File: src/design/bed_pkg.sv
package bed_pkg;

  // Default sizing of the mask store and the window
  localparam int DEF_MAX_WIDTH  = 256;
  localparam int DEF_MAX_HEIGHT = 256;
  localparam int DEF_MAX_RADIUS = 7;

  // Field widths
  localparam int POS_W      = 8;   // pos_x / pos_y
  localparam int CFG_DIM_W  = 9;   // image width / height registers
  localparam int CFG_RAD_W  = 3;   // window_radius
  localparam int CFG_IDX_W  = 2;   // configuration register index
  localparam int CFG_DATA_W = 9;   // widest configuration register

  // Window offsets (-7..7) and window coordinates (-7..262)
  localparam int OFS_W   = CFG_RAD_W + 1;
  localparam int COORD_W = CFG_DIM_W + 1;

  // Commands
  localparam logic CMD_WRITE = 1'b0;
  localparam logic CMD_READ  = 1'b1;

  // Filter modes
  localparam logic MODE_ERODE  = 1'b0;
  localparam logic MODE_DILATE = 1'b1;

  // Configuration register indexes
  localparam logic [CFG_IDX_W-1:0] REG_FRAME_WIDTH   = 2'd0;
  localparam logic [CFG_IDX_W-1:0] REG_FRAME_HEIGHT  = 2'd1;
  localparam logic [CFG_IDX_W-1:0] REG_WINDOW_RADIUS = 2'd2;
  localparam logic [CFG_IDX_W-1:0] REG_FILTER_MODE   = 2'd3;

  // Control sequencer states
  typedef enum logic [1:0] {
    ST_IDLE,
    ST_SCAN,
    ST_DONE
  } state_e;

  // One window probe, aligned with the store's read data
  typedef struct packed {
    logic valid;
    logic in_frame;
    logic last;
  } probe_t;

endpackage

File: src/design/bed_win.sv
module bed_win import bed_pkg::*; #(
  parameter int MAX_WIDTH = DEF_MAX_WIDTH,
  parameter int ADDR_W    = 16
) (
  input  logic                 clk_i,
  input  logic                 rst_ni,
  input  logic                 start_i,
  input  logic [CFG_RAD_W-1:0] radius_i,
  input  logic [POS_W-1:0]     cx_i,
  input  logic [POS_W-1:0]     cy_i,
  input  logic [CFG_DIM_W-1:0] width_i,
  input  logic [CFG_DIM_W-1:0] height_i,
  output logic                 re_o,
  output logic [ADDR_W-1:0]    addr_o,
  output probe_t               probe_o
);

  logic                      active_q;
  logic signed [OFS_W-1:0]   dx_q, dy_q;
  logic signed [OFS_W-1:0]   rad_s;
  logic                      last_x, last_y;
  logic signed [COORD_W-1:0] xx, yy;
  logic                      in_frame;
  probe_t                    probe_q;

  assign rad_s  = $signed({1'b0, radius_i});
  assign last_x = (dx_q == rad_s);
  assign last_y = (dy_q == rad_s);

  // Raster walk over the window, row by row
  always_ff @(posedge clk_i or negedge rst_ni) begin
    if (!rst_ni) begin
      active_q <= 1'b0;
      dx_q     <= '0;
      dy_q     <= '0;
    end else if (start_i) begin
      active_q <= 1'b1;
      dx_q     <= -rad_s;
      dy_q     <= -rad_s;
    end else if (active_q) begin
      if (last_x) begin
        dx_q <= -rad_s;
        if (last_y) begin
          active_q <= 1'b0;
        end else begin
          dy_q <= dy_q + OFS_W'(1);
        end
      end else begin
        dx_q <= dx_q + OFS_W'(1);
      end
    end
  end

  // Window pixel position and frame check
  assign xx = $signed({{(COORD_W-POS_W){1'b0}}, cx_i}) + COORD_W'(dx_q);
  assign yy = $signed({{(COORD_W-POS_W){1'b0}}, cy_i}) + COORD_W'(dy_q);

  assign in_frame = !xx[COORD_W-1] && !yy[COORD_W-1] &&
                    (xx[CFG_DIM_W-1:0] < width_i) && (yy[CFG_DIM_W-1:0] < height_i);

  // Store address, row-major with a fixed row pitch
  assign addr_o = ADDR_W'(yy[CFG_DIM_W-1:0]) * ADDR_W'(MAX_WIDTH)
                + ADDR_W'(xx[CFG_DIM_W-1:0]);
  assign re_o   = active_q;

  // Probe tag delayed to line up with the registered read data
  always_ff @(posedge clk_i or negedge rst_ni) begin
    if (!rst_ni) begin
      probe_q <= '0;
    end else begin
      probe_q.valid    <= active_q;
      probe_q.in_frame <= in_frame;
      probe_q.last     <= active_q && last_x && last_y;
    end
  end

  assign probe_o = probe_q;

  a_last_stops : assert property (@(posedge clk_i) disable iff (!rst_ni)
    (active_q && !start_i && last_x && last_y) |=> !active_q)
    else $error("window walk continued past its last pixel");

  a_no_restart : assert property (@(posedge clk_i) disable iff (!rst_ni)
    start_i |-> !active_q)
    else $error("window walk restarted while running");

  a_last_tagged : assert property (@(posedge clk_i) disable iff (!rst_ni)
    (active_q && !start_i && last_x && last_y) |=> (probe_o.valid && probe_o.last))
    else $error("last probe not tagged");

endmodule

File: config.mk
export PLATFORM = sky130hd
export DESIGN_NAME = bed_win
export DESIGN_NICKNAME = d
export VERILOG_FILES = /design/src/design/bed_pkg.sv /design/src/design/bed_win.sv
export SDC_FILE = /design/constraint.sdc
export NUM_CORES = 1
export LEC_CHECK = 0
export BUFFER_PORTS_ARGS = -buffer_cell sky130_fd_sc_hd__buf_2
export CORE_ASPECT_RATIO = 1.5
export CORE_UTILIZATION = 44
export DETAILED_ROUTE_END_ITERATION = 10
export PLACE_DENSITY = 0.7
export SYNTH_ARGS = -nofsm -noshare
export SYNTH_HDL_FRONTEND = slang
export SYNTH_SLANG_ARGS = --single-unit
File: constraint.sdc
create_clock -name clk_i -period 4.35 [get_ports clk_i]
set_input_delay 0.87 -clock clk_i [delete_from_list [all_inputs] [get_ports clk_i]]
set_output_delay 0.87 -clock clk_i [all_outputs]
set_load 0.005 [all_outputs]
==> out/metrics.csv <==
stage,metric,value,unit
setup_path,Crit. path cell count,15,
synthesis,Mapped Area,0.001956,sq mm
setup_path,"Max stage delay cell, worst path",fa_2,
sta,FMAX,0.2405,GHz
cells_and_area,P&R area growth vs syn,24.89,%
sta,fin. max-slew vios,0,
synthesis,dominant synthesized flop cell,dfrtp_1,
synthesis,Syn Inst Count,233,
detailed_routing,initial drt markers,23,
sta,Worst Max-Slew Pin Slew,0.6325,ns
cells_and_area,layout cell share with drive strength beyond 1,29.33,%
place,placed cell count,343,
cells_and_area,nets@finish,383,
setup_path,R2R depth,14,
detailed_routing,Residual DRC,0,
sta,Worst Skew,0.0006949,ns
setup_path,Worst Setup Start Kind,input pin,
sta,min cycle time layout,4.157,ns
clocking,clk buf depth,2,
clocking,CTS tree,built,
clocking,CTS buffer count,3,
sta,Final Hold Vio Count,0,
floorplanning,die width,56.44,microns
place,I/O Buffers,59,
grt,initial antenna violation count,0,
setup_path,Worst Path Arrival,3.29,ns
place,DP Wirelength,3572,microns
detailed_routing,"antenna viol nets, final",0,
cells_and_area,"commonest non-fill, non-tap cells in the layout","59 x buf_2, 37 x ha_1, 32 x inv_1",
power_and_ir_drop,Max VDD drop,0.2137,mV
place,GPL Wtd Cong,0.8424,
grt,gr ovfl total,0,
synthesis,sequential share of the synthesized area,15.36,%
clocking,CTS Sinks,12,
floorplanning,Die ar.,0.004721,sq mm
clocking,clk slew on worst S/H paths,0.05,ns
setup_path,critical path required time,3.48,ns
setup_path,crit path buf inv count,3,
floorplanning,Initial Utilization,46.07,%
power_and_ir_drop,Leak Pwr,1.249,nW
setup_path,"Max FO, Critical Path",2,
sta,final setup fails,0,
synthesis,synthesis-stage register bit count,12,
cells_and_area,"leading cell type in the layout, fill and taps excluded",buf_2,
cells_and_area,ANT cells,0,
sta,fin crit share,95.57,%
setup_path,Crit Path Class,input pin to primary output,
job,Max Cap Violations,0,
cells_and_area,Post-Layout Cell Count,346,
detailed_routing,routed vias,1844,
synthesis,Post-synth EDFFs,0,
floorplanning,IO Pins,60,
floorplanning,Row Count,29,
grt,largest net degree at the start of global routing,13,
floorplanning,Die Y-Extent,83.65,microns
setup_path,"slowest stage delay, CP",0.34,ns
power_and_ir_drop,Cell Pwr Density,359.7,mW/mm^2
detailed_routing,drt wl/cell,12.09,microns
setup_path,CP Cell Sequence,"buf_2, ha_2, fa_2, a21o_1, a21oi_2, o21ai_2, nor4_2, nor3_2, xnor2_2, ha_2, buf_4, nand3_4, nor4_4, xor2_1, buf_2",
synthesis,Yosys cell types,43,
clocking,Clock Latency Late Sink,0.24,ns
clocking,CTS H-Tree Depth,1,
run_status,status,"finished, final reports clean",
setup_path,CP Capture Type,primary output,
synthesis,Mean Syn Cell Area,8.393,sq um
synthesis,Post-synth ARST share,100.0,%
grt,vias in the first global route,1879,
sta,RSZ-0062 raised after global routing,false,
clocking,setup bufs post-CTS,0,
synthesis,synth warn,0,
clocking,CTS Root Cell,clkbuf_8,
synthesis,syn_nets,314,
power_and_ir_drop,total power,878.4,uW
detailed_routing,Initial DRT Pass Iterations,4,
sta,Max transition margin,57.53,%
detailed_routing,routed wire length,4183,microns
floorplanning,Placeable Area,0.004245,sq mm
grt,Overall Global Routing Usage,19.00,%
detailed_routing,Vias/cell,5.329,
sta,Hold WS,0.5037,ns
setup_path,"CP delay by family, top",adder cells,
grt,first-pass GRT wire length,7603,microns
hold_path,worst hold path class,input pin to async pin,
[power breakdown]
| group | switching, mW | internal [mW] | leakage (nW) |
|---|---|---|---|
| logic | 0.324 | 0.299 | 1.09 |
| clock network | 0.0388 | 0.0609 | 0.0216 |
| registers | 0.0288 | 0.127 | 0.136 |
| total | 0.392 | 0.487 | 1.25 |
[registers in the layout (all words and copies together), names as in the netlist]
name / cells
probe_o: 3
dx_q: 4
dy_q: 4
re_o: 1
[path summary, 6_finish.rpt]
kind,startpoint,end,slack (ns)
max reg2reg,dy_q[0],probe_o[1],0.78
min,rst_ni,dx_q[0],0.50
min in group clk_i,re_o,probe_o[2],0.52
max,cx_i[0],addr_o[15],0.19
max in group asynchronous,rst_ni,dx_q[2],3.63
min reg2reg,re_o,probe_o[2],0.52
[stage by stage]
stage,setup WS [ns],instance area [sq um],util (%),TNS (ns)
after CTS,-0.01451,2412,56.82,-0.02817
after detailed placement,-0.06045,2342,55.17,-0.1409
final,0.1928,2442,57.53,0
after global routing,0.01287,2442,57.53,0
after floorplan,0.2738,1956,-,0
after global placement,-0.01777,2342,55.17,-0.03147
[cell type report]
type                    count  area (sq um)
clock buffers               3         41.29
fillers                   395          1803
inverters                  32         120.1
multi-input cells         188          1579
flip-flops and latches     12         300.3
well taps                  46         57.56
repair buffers             65         344.1
[per-layer routing]
metal | wire, microns | global-route usage [%] | share of wire (%) | up-vias
li1 | - | - | - | 959
met1 | 1820 | 23.43 | 44 | 840
met2 | 2177 | 34.65 | 52 | 37
met3 | 113 | 1.395 | 2.7 | 8
met4 | 72 | 5.100 | 1.7 | 0
met5 | 0 | 0 | 0 | -
[Yosys cell counts, types with 2 or more instances]
cell	instances	share of area, %
ha_1	39	25
inv_1	32	6.1
nor2_1	19	3.6
a21oi_1	16	4.1
nand2_1	16	3.1
xnor2_1	15	6.7
xor2_1	14	6.3
dfrtp_1	12	15
nor3_1	7	1.8
nand3_1	6	1.5
a21o_1	4	1.5
o21ai_0	4	1.0
o21ai_1	4	1.0
mux2i_1	3	1.5
nand2b_1	3	0.96
nand4_1	3	0.96
or4_1	3	1.2
a211oi_1	2	0.77
fa_1	2	2.0
nor4_1	2	0.64
o2111ai_1	2	0.90
o21a_1	2	0.77
o22ai_1	2	0.64
o31ai_1	2	0.77
[cells by family after synthesis]
kind of cell	share of synthesized area [%]
buf+inv	6.718
xor+xnor	12.99
flops	15.36
compound gates	18.68
mux	1.536
fa+ha+maj	27.00
simple gates	17.72
[repair_timing]
action	CTS	global route
pin swaps	5	6
setup endpoints to repair	3	6
hold endpoints to repair	0	0
resized for setup	7	6
hold buffers	0	0
No activity file was read; power rests on OpenSTA's default activity.
